### src/hw/rtl/perceptron_train_classify_assert.svh
// ----------------------------------------------------------------------------
// perceptron trainer assertion macros
// shared concurrent assertion forms, clocked on clk and disabled in reset
// ----------------------------------------------------------------------------
`ifndef PERCEPTRON_TRAIN_CLASSIFY_ASSERT_SVH
`define PERCEPTRON_TRAIN_CLASSIFY_ASSERT_SVH

// same-cycle implication
`define PTC_ASSERT_IMP(name, ante, cons) \
  name: assert property (@(posedge clk) disable iff (!rst_n) (ante) |-> (cons)) \
    else $error("perceptron trainer assertion failed");

// next-cycle implication
`define PTC_ASSERT_NXT(name, ante, cons) \
  name: assert property (@(posedge clk) disable iff (!rst_n) (ante) |=> (cons)) \
    else $error("perceptron trainer assertion failed");

`endif

### src/hw/rtl/ptc_pkg.sv
// ----------------------------------------------------------------------------
// ptc_pkg
// types and constants shared by the perceptron trainer modules
// ----------------------------------------------------------------------------
`default_nettype none

package ptc_pkg;

  // vector length and derived widths
  localparam int N_FEATURES = 16;
  localparam int CNT_W      = $clog2(N_FEATURES + 1);
  localparam int AW         = (N_FEATURES > 1) ? $clog2(N_FEATURES) : 1;

  // fixed constants
  localparam logic [63:0] BIAS_Q16    = 64'h0000_0000_0001_0000;
  localparam logic [15:0] LR_RESET    = 16'd6554;
  localparam logic [15:0] SAT16       = 16'hFFFF;
  localparam logic [31:0] WT_MAX      = 32'h7FFF_FFFF;
  localparam logic [31:0] WT_MIN      = 32'h8000_0000;

  // configuration register map (word index)
  localparam logic REG_LEARN_RATE = 1'b0;

  // input beat
  typedef struct packed {
    logic               mode;
    logic signed [15:0] feature;
    logic               target;
    logic               last_feature;
    logic               end_of_epoch;
  } in_item_t;

  // result beat
  typedef struct packed {
    logic        predicted_class;
    logic        mistake;
    logic [15:0] epoch_mistakes;
    logic        converged;
    logic [15:0] epoch_count;
  } out_item_t;

  // shared arithmetic unit request and response
  typedef struct packed {
    logic               mul_en;
    logic signed [15:0] mul_a;
    logic signed [31:0] mul_b;
    logic [63:0]        acc;
    logic signed [31:0] wt;
  } alu_req_t;

  typedef struct packed {
    logic [63:0]        acc_sum;
    logic signed [31:0] wt_sat;
  } alu_rsp_t;

  // sequencer states
  typedef enum logic [5:0] {
    ST_IDLE = 6'b000001,
    ST_MAC  = 6'b000010,
    ST_FIN  = 6'b000100,
    ST_UMUL = 6'b001000,
    ST_UADD = 6'b010000,
    ST_OUT  = 6'b100000
  } seq_state_t;

endpackage

`default_nettype wire

### src/hw/rtl/ptc_alu.sv
// ----------------------------------------------------------------------------
// ptc_alu
// shared 16x32 multiplier with registered product, 64-bit accumulate adder
// and saturating 32-bit weight adder
// ----------------------------------------------------------------------------
`default_nettype none

module ptc_alu (
  input  wire logic              clk,
  input  wire ptc_pkg::alu_req_t req,
  output ptc_pkg::alu_rsp_t      rsp
);

  logic signed [47:0] prod_r;
  logic [48:0]        wsum;
  logic               wsum_ok;

  // multiplier stage, product held for the add cycle
  always_ff @(posedge clk) begin
    if (req.mul_en) begin
      prod_r <= req.mul_a * req.mul_b;
    end
  end

  // weight update with clamp to the signed 32-bit range
  assign wsum    = {{17{req.wt[31]}}, req.wt} + {prod_r[47], prod_r};
  assign wsum_ok = (&wsum[48:31]) || !(|wsum[48:31]);

  // accumulate for the weighted sum, clamped weight sum
  always_comb begin
    rsp.acc_sum = req.acc + {{16{prod_r[47]}}, prod_r};
    if (wsum_ok) begin
      rsp.wt_sat = wsum[31:0];
    end else if (wsum[48]) begin
      rsp.wt_sat = ptc_pkg::WT_MIN;
    end else begin
      rsp.wt_sat = ptc_pkg::WT_MAX;
    end
  end

endmodule

`default_nettype wire

### src/hw/rtl/ptc_seq.sv
// ----------------------------------------------------------------------------
// ptc_seq
// sequencer: buffers features, drives the shared unit for the dot product
// and the weight walk, keeps epoch counters and the result register
// ----------------------------------------------------------------------------
`default_nettype none
`include "perceptron_train_classify_assert.svh"

module ptc_seq (
  input  wire logic               clk,
  input  wire logic               rst_n,
  input  wire logic               in_valid,
  output logic                    in_stall,
  input  wire ptc_pkg::in_item_t  in_data,
  output logic                    out_valid,
  input  wire logic               out_stall,
  output ptc_pkg::out_item_t      out_data,
  input  wire logic [15:0]        learn_rate,
  output ptc_pkg::alu_req_t       alu_req,
  input  wire ptc_pkg::alu_rsp_t  alu_rsp
);

  ptc_pkg::seq_state_t             state_r;
  logic [ptc_pkg::CNT_W-1:0]       idx_r;
  logic [ptc_pkg::CNT_W-1:0]       walk_r;
  logic [ptc_pkg::CNT_W-1:0]       walk_nxt;
  logic [63:0]                     acc_r;
  logic signed [31:0]              wt_r [ptc_pkg::N_FEATURES];
  logic signed [15:0]              fb_r [ptc_pkg::N_FEATURES];
  ptc_pkg::in_item_t               item_r;
  logic signed [17:0]              step_r;
  logic signed [17:0]              step_nxt;
  logic [17:0]                     lr2;
  logic                            cls_r;
  logic                            wrong_r;
  logic [15:0]                     mc_r;
  logic [15:0]                     ep_r;
  logic [15:0]                     ep_nxt;
  logic                            out_valid_r;
  ptc_pkg::out_item_t              out_data_r;
  logic                            in_acc;
  logic                            has_room;
  logic [ptc_pkg::AW-1:0]          addr;
  logic [ptc_pkg::AW-1:0]          waddr;
  logic [63:0]                     sum;
  logic                            cls;
  logic                            wrong;
  logic                            out_free;
  logic                            epoch_end;

  // handshake and index decode
  assign in_stall  = (state_r != ptc_pkg::ST_IDLE);
  assign in_acc    = in_valid && !in_stall;
  assign has_room  = (idx_r < ptc_pkg::CNT_W'(ptc_pkg::N_FEATURES));
  assign addr      = idx_r[ptc_pkg::AW-1:0];
  assign waddr     = walk_r[ptc_pkg::AW-1:0];
  assign walk_nxt  = walk_r + 1'b1;
  assign out_free  = !out_valid_r || !out_stall;

  // class decision on the closed vector
  assign sum   = acc_r + ptc_pkg::BIAS_Q16;
  assign cls   = !sum[63];
  assign wrong = item_r.mode && (cls != item_r.target);

  // update step is +/- 2 * learn_rate
  assign lr2      = {1'b0, learn_rate, 1'b0};
  assign step_nxt = item_r.target ? $signed(lr2) : -$signed(lr2);

  // epoch bookkeeping at result time
  assign epoch_end = item_r.mode && item_r.end_of_epoch;
  assign ep_nxt    = (ep_r != ptc_pkg::SAT16) ? ep_r + 16'd1 : ep_r;

  // shared unit operand select
  always_comb begin
    alu_req.mul_en = (in_acc && has_room) || (state_r == ptc_pkg::ST_UMUL);
    alu_req.acc    = acc_r;
    alu_req.wt     = wt_r[waddr];
    if (state_r == ptc_pkg::ST_IDLE) begin
      alu_req.mul_a = in_data.feature;
      alu_req.mul_b = wt_r[addr];
    end else begin
      alu_req.mul_a = fb_r[waddr];
      alu_req.mul_b = {{14{step_r[17]}}, step_r};
    end
  end

  // sequencer and control state
  always_ff @(posedge clk) begin
    if (!rst_n) begin
      state_r     <= ptc_pkg::ST_IDLE;
      idx_r       <= '0;
      walk_r      <= '0;
      acc_r       <= '0;
      mc_r        <= '0;
      ep_r        <= '0;
      for (int i = 0; i < ptc_pkg::N_FEATURES; i++) begin
        wt_r[i] <= '0;
      end
    end else begin
      unique case (state_r)
        ptc_pkg::ST_IDLE: begin
          if (in_acc) begin
            if (has_room) begin
              state_r <= ptc_pkg::ST_MAC;
            end else if (in_data.last_feature) begin
              state_r <= ptc_pkg::ST_FIN;
            end
          end
        end
        ptc_pkg::ST_MAC: begin
          acc_r   <= alu_rsp.acc_sum;
          idx_r   <= idx_r + 1'b1;
          state_r <= item_r.last_feature ? ptc_pkg::ST_FIN : ptc_pkg::ST_IDLE;
        end
        ptc_pkg::ST_FIN: begin
          walk_r <= '0;
          if (wrong) begin
            if (mc_r != ptc_pkg::SAT16) begin
              mc_r <= mc_r + 16'd1;
            end
            state_r <= (idx_r != '0) ? ptc_pkg::ST_UMUL : ptc_pkg::ST_OUT;
          end else begin
            state_r <= ptc_pkg::ST_OUT;
          end
        end
        ptc_pkg::ST_UMUL: begin
          state_r <= ptc_pkg::ST_UADD;
        end
        ptc_pkg::ST_UADD: begin
          wt_r[waddr] <= alu_rsp.wt_sat;
          walk_r      <= walk_nxt;
          state_r     <= (walk_nxt == idx_r) ? ptc_pkg::ST_OUT : ptc_pkg::ST_UMUL;
        end
        ptc_pkg::ST_OUT: begin
          if (out_free) begin
            acc_r       <= '0;
            idx_r       <= '0;
            state_r     <= ptc_pkg::ST_IDLE;
            if (epoch_end) begin
              mc_r <= '0;
              ep_r <= ep_nxt;
            end
          end
        end
        default: begin
          state_r <= ptc_pkg::ST_IDLE;
        end
      endcase
    end
  end

  // result valid: set on the result beat, cleared once taken
  always_ff @(posedge clk) begin
    if (!rst_n) begin
      out_valid_r <= 1'b0;
    end else if ((state_r == ptc_pkg::ST_OUT) && out_free) begin
      out_valid_r <= 1'b1;
    end else if (!out_stall) begin
      out_valid_r <= 1'b0;
    end
  end

  // payload registers
  always_ff @(posedge clk) begin
    if (in_acc) begin
      item_r <= in_data;
      if (has_room) begin
        fb_r[addr] <= in_data.feature;
      end
    end
    if (state_r == ptc_pkg::ST_FIN) begin
      cls_r   <= cls;
      wrong_r <= wrong;
      step_r  <= step_nxt;
    end
    if ((state_r == ptc_pkg::ST_OUT) && out_free) begin
      out_data_r.predicted_class <= cls_r;
      out_data_r.mistake         <= wrong_r;
      out_data_r.epoch_mistakes  <= mc_r;
      out_data_r.converged       <= epoch_end && (mc_r == '0);
      out_data_r.epoch_count     <= epoch_end ? ep_nxt : ep_r;
    end
  end

  assign out_valid = out_valid_r;
  assign out_data  = out_data_r;

  // checks
  `PTC_ASSERT_NXT(a_buffered_beat_macs, in_acc && has_room, state_r == ptc_pkg::ST_MAC)
  `PTC_ASSERT_IMP(a_walk_in_range, state_r == ptc_pkg::ST_UMUL, walk_r < idx_r)
  `PTC_ASSERT_IMP(a_result_from_out, $rose(out_valid_r), $past(state_r == ptc_pkg::ST_OUT))
  `PTC_ASSERT_IMP(a_conv_no_mistakes, out_valid_r && out_data_r.converged,
                  out_data_r.epoch_mistakes == 16'd0 && !out_data_r.mistake)

endmodule

`default_nettype wire

### src/hw/rtl/perceptron_train_classify.sv
// a feature beat is multiplied, then accumulated into the 64-bit sum
// a last_feature beat passes through ST_FIN and ST_OUT to its result with no weight change
// a misclassified training vector adds a weight walk, ST_UMUL then ST_UADD per buffered element
// in_stall holds off the next element until the current one is done, set by the single shared multiplier and adder
// reset: synchronous active-low rst_n clears weights, counters and sum; learn_rate = 6554
// ----------------------------------------------------------------------------
// perceptron_train_classify
// single-layer perceptron classifier and trainer with an apb register port
// ----------------------------------------------------------------------------
`default_nettype none

module perceptron_train_classify (
  input  wire logic               clk,
  input  wire logic               rst_n,
  input  wire logic               in_valid,
  output logic                    in_stall,
  input  wire ptc_pkg::in_item_t  in_data,
  output logic                    out_valid,
  input  wire logic               out_stall,
  output ptc_pkg::out_item_t      out_data,
  input  wire logic               psel,
  input  wire logic               penable,
  input  wire logic               pwrite,
  input  wire logic [2:0]         paddr,
  input  wire logic [31:0]        pwdata,
  output logic [31:0]             prdata,
  output logic                    pready
);

  logic [15:0]        learn_rate_r;
  logic               cfg_wr;
  ptc_pkg::alu_req_t  alu_req;
  ptc_pkg::alu_rsp_t  alu_rsp;

  // register write on the access beat
  assign pready = 1'b1;
  assign cfg_wr = psel && penable && pwrite && pready;

  always_ff @(posedge clk) begin
    if (!rst_n) begin
      learn_rate_r <= ptc_pkg::LR_RESET;
    end else if (cfg_wr && (paddr[2] == ptc_pkg::REG_LEARN_RATE)) begin
      learn_rate_r <= pwdata[15:0];
    end
  end

  // register read
  always_comb begin
    unique case (paddr[2])
      ptc_pkg::REG_LEARN_RATE: prdata = {16'd0, learn_rate_r};
      default:                 prdata = 32'd0;
    endcase
  end

  // sequencer
  ptc_seq u_seq (
    .clk        (clk),
    .rst_n      (rst_n),
    .in_valid   (in_valid),
    .in_stall   (in_stall),
    .in_data    (in_data),
    .out_valid  (out_valid),
    .out_stall  (out_stall),
    .out_data   (out_data),
    .learn_rate (learn_rate_r),
    .alu_req    (alu_req),
    .alu_rsp    (alu_rsp)
  );

  // shared arithmetic unit
  ptc_alu u_alu (
    .clk (clk),
    .req (alu_req),
    .rsp (alu_rsp)
  );

endmodule

`default_nettype wire
### config.mk
export PLATFORM = sky130hd
export DESIGN_NAME = perceptron_train_classify
export DESIGN_NICKNAME = d
export VERILOG_FILES = /design/src/hw/rtl/ptc_pkg.sv /design/src/hw/rtl/ptc_alu.sv /design/src/hw/rtl/ptc_seq.sv /design/src/hw/rtl/perceptron_train_classify.sv
export VERILOG_INCLUDE_DIRS = /design/src /design/src/hw/rtl
export SDC_FILE = /design/constraint.sdc
export NUM_CORES = 2
export LEC_CHECK = 0
export BUFFER_PORTS_ARGS = -buffer_cell sky130_fd_sc_hd__buf_2
export CAP_MARGIN = 15
export CORE_ASPECT_RATIO = 1.25
export CORE_UTILIZATION = 50
export CTS_CLUSTER_SIZE = 28
export DETAILED_ROUTE_END_ITERATION = 8
export HOLD_SLACK_MARGIN = 0.12
export PLACE_DENSITY_LB_ADDON = 0.08
export SYNTH_ARGS = -nofsm -noshare
export SYNTH_HDL_FRONTEND = slang
export SYNTH_HIERARCHICAL = 1
export SYNTH_SLANG_ARGS = --single-unit
export TNS_END_PERCENT = 30
### constraint.sdc
create_clock -name clk -period 8.7 [get_ports clk]
set_clock_uncertainty 0.2 [all_clocks]
set_input_delay 1.74 -clock clk [delete_from_list [all_inputs] [get_ports clk]]
set_output_delay 1.74 -clock clk [all_outputs]
set_load 0.01 [all_outputs]
==> run_results.csv <==
group,metric,value,unit
layout,final_util,57.5,%
min_path,min_from,"u_seq/cls_r",
clocking,clock_path_buffers,3,
sta,worst_slack,0.0588,ns
min_path,worstHoldPathCells,0,
layout,area_growth,13.6,%
critical_path,crit_type,"reg2reg",
logic_synthesis,syn_avg_cell_area,12.0,sq um
clocking,cts_made_buffers,104,
global_routing,grt_pass1_vias,50000,
floorplanning,die_h,425,microns
floorplanning,start_util,50.6,%
floorplanning,coreArea,141000,sq um
layout,seqCellArea,29000,sq um
detailed_routing,route.met3.wl,13.9,mm
floorplanning,top_level_ports,132,
placement,portBuffers,96,
sta,fmaxAchievable,116,MHz
logic_synthesis,synth_edf_count,874,
clocking,insertion_delay,0.80,ns
sta,period_minus_slack,8.64,ns
logic_synthesis,synth_top_area_share,36.7,%
critical_path,r2r_slack,0.06,ns
logic_synthesis,synth_top_cell_by_area,"edfxtp_1",
critical_path,r2r_cells,30,
layout,fin_area,81300,sq um
detailed_routing,finalWirelength,211,mm
detailed_routing,vias,48300,
critical_path,worstPathMaxFanout,5,
detailed_routing,drt_pass1_iterations,8,
logic_synthesis,synthCells,5986,
clocking,cts.sinks,1011,
global_routing,grt.total_usage,29.6,%
logic_synthesis,netlist_top_cells_area,"edfxtp_1, fa_1, mux4_2",
detailed_routing,wl_per_cell,25.6,microns
logic_synthesis,synth.distinct_cells,98,
logic_synthesis,synth_ff_type,"edfxtp_1",
critical_path,endpoint_kind,"register",
logic_synthesis,yosys_warnings,6,
placement,dpl_cell_area,76300,sq um
sta,tightest_slew,1.14,ns
clocking,root_buffer,"clkbuf_16",
clocking,tritoncts,"built",
placement,dpl.hpwl,144,mm
global_routing,grt_pass1_wl,316,mm
critical_path,crit-reg2reg-capture,"u_alu/prod_r[42]",
detailed_routing,viasPerCell,5.88,
min_path,min_path_type,"reg2reg",
logic_synthesis,ys_seq_area_share,40.5,%
logic_synthesis,async_reset_ff_share,0,%
global_routing,grt_max_degree,77,
global_routing,overflow,0,
run_status,status,"complete, no violations",
sta,rsz0062_at_grt,"yes",
placement,place_ws,-0.571,ns
floorplanning,num_rows,154,
logic_synthesis,syn_area,71600,sq um
floorplanning,die_width,340,microns
layout,nNetsFinal,7032,
detailed_routing,drt-met1-wl,81.7,mm
layout,drive_gt1_share,21.4,%
critical_path,startpoint_type,"register",
critical_path,slowest_delay,0.60,ns
floorplanning,dieArea,145000,sq um
detailed_routing,ant_nets,0,
run,maxCapViolations,0,
sta,fin_crit_sh,99.3,%
global_routing,antenna_found_initial,7,
min_path,holdPathEnd,"u_seq/out_data[34]",
detailed_routing,drcViolationCount,0,
detailed_routing,first_iter_violations,3909,
detailed_routing,top_layer,"met4",
logic_synthesis,yosys_register_bits,1011,
critical_path,cp.arrival,8.91,ns
sta,hold_violations,0,
sta,max_slew_margin,23.9,%
layout,fillCellCount,11800,
sta,maxSlewViolCount,0,
detailed_routing,wl_met2,107,mm
sta,tns,0,ns
layout,multi_input_area,39400,sq um
clocking,cts.htree.levels,3,
critical_path,crit_slowest_cell,"mux4_2",
critical_path,required,8.96,ns
sta,setup_viol,0,
clocking,path_clk_slew,0.06,ns
placement,place_congestion,0.923,
worst max-delay path, delay by kind of cell, from the launching register on:
family | cells | cell delay (ns)
xor gates and xnor gates | 1 | 0.15
AOI/OAI and AO/OA | 5 | 0.75
buffers and inverters | 10 | 1.00
muxes | 3 | 1.49
DFF | 1 | 0.41
adders and majority gates | 7 | 3.25
and+or+nand+nor | 4 | 1.08
cell type report:
| cell class | instances | area share, % |
|---|---|---|
| multi-input combinational | 3945 | 48.5 |
| sequential | 1011 | 35.7 |
| antenna | 4 | 0.0123 |
| tap | 1872 | 2.88 |
| timing repair buffer | 529 | 5.62 |
| inverter | 654 | 3.03 |
| clock inverter | 72 | 0.991 |
| clock buffer | 123 | 3.30 |
placed cells by master, fill, tap and decap left out, types with 117 or more instances in the layout:
cell        n
nor2_1    144
ha_1      221
mux4_2    400
nand3_1   126
dfxtp_1   129
and2_1    712
nand2_1   506
fa_1      470
xnor2_1   117
inv_1     635
edfxtp_1  874
a21oi_1   249
buf_4     351
state kept, by name, summed over array words and instances, names as in the netlist, named ones only:
| register | cells |
|---|---|
| u_seq/state_r | 6 |
| u_seq/idx_r | 5 |
| u_seq/acc_r | 64 |
| u_seq/wt_r | 512 |
| u_seq/wrong_r | 1 |
| u_alu/prod_r | 48 |
| u_seq/mc_r | 16 |
| u_seq/walk_r | 5 |
| u_seq/out_valid | 1 |
| u_seq/ep_r | 16 |
| u_seq/item_r | 4 |
| u_seq/out_data | 35 |
| u_seq/fb_r | 256 |
| u_seq/step_r | 17 |
| u_seq/cls_r | 1 |
| learn_rate_r | 16 |
what timing repair did:
item / CTS / global route
hold buffers: 0 / 0
cloned: 5 / 4
buffers inserted: 15 / 37
pin swaps: 26 / 81
resized for setup: 87 / 138
endpoints found under the setup margin: 15 / 320
layer usage:
metal  vias to the layer above  GRT usage (%)
li1                      21400              -
met1                     24800           37.5
met4                         0           11.2
met3                       370           3.94
met5                         -              0
met2                      1678           51.7
how the worst max path moves through the flow:
stage,cells past startpoint,endpoint,start
after global routing,30,u_alu/prod_r[46],register
after CTS,33,u_alu/prod_r[41],register
after floorplan,28,u_alu/prod_r[42],register
after global placement,31,u_alu/prod_r[42],register
after detailed placement,31,u_alu/prod_r[42],register
final,30,u_alu/prod_r[42],register
cells by family (layout without fill, tap and decap cells):
logic type	Yosys count	in the layout	synth area share [%]
compound gates	710	710	6.32
flops	1011	1011	40.5
mux	452	453	13.4
other cells	2	21	0.0105
buf+inv	1046	1378	5.86
simple gates	1837	1837	13.7
fa+ha+maj	725	725	17.8
xor+xnor	203	203	2.48
cell usage after synthesis (13+ instances only):
master and instances:
o21ai_1 21, buf_1 25, o211ai_1 21, o21a_1 28
nand2_1 508, xnor2_1 119, xor2_1 84, nand2b_1 37
a31oi_1 26, a211oi_1 21, o21ai_2 32, mux2_2 34
buf_2 46, fa_1 488, dfxtp_1 137, inv_1 653
o21bai_1 24, and4_1 14, and2_1 720, nor2_1 173
mux2i_1 18, clkbuf_1 284, nor2b_1 44, nand4_1 63
nand3_1 128, mux4_2 400, and3_1 17, buf_4 19
o21ai_0 101, nor3_1 43, buf_6 13, a21o_1 81
edfxtp_1 874, a21oi_1 260, ha_1 237
through the flow:
step	instances	hold slack [ns]
final	8210	0.234
after global routing	8206	0.247
after CTS	8170	0.232
after detailed placement	7956	0.209
after global placement	7956	0.202
after floorplan	6001	0.200
Power is left out: the tool's default activity adds up to more than one toggle a clock period on the data nets, which glitch-free logic cannot reach.
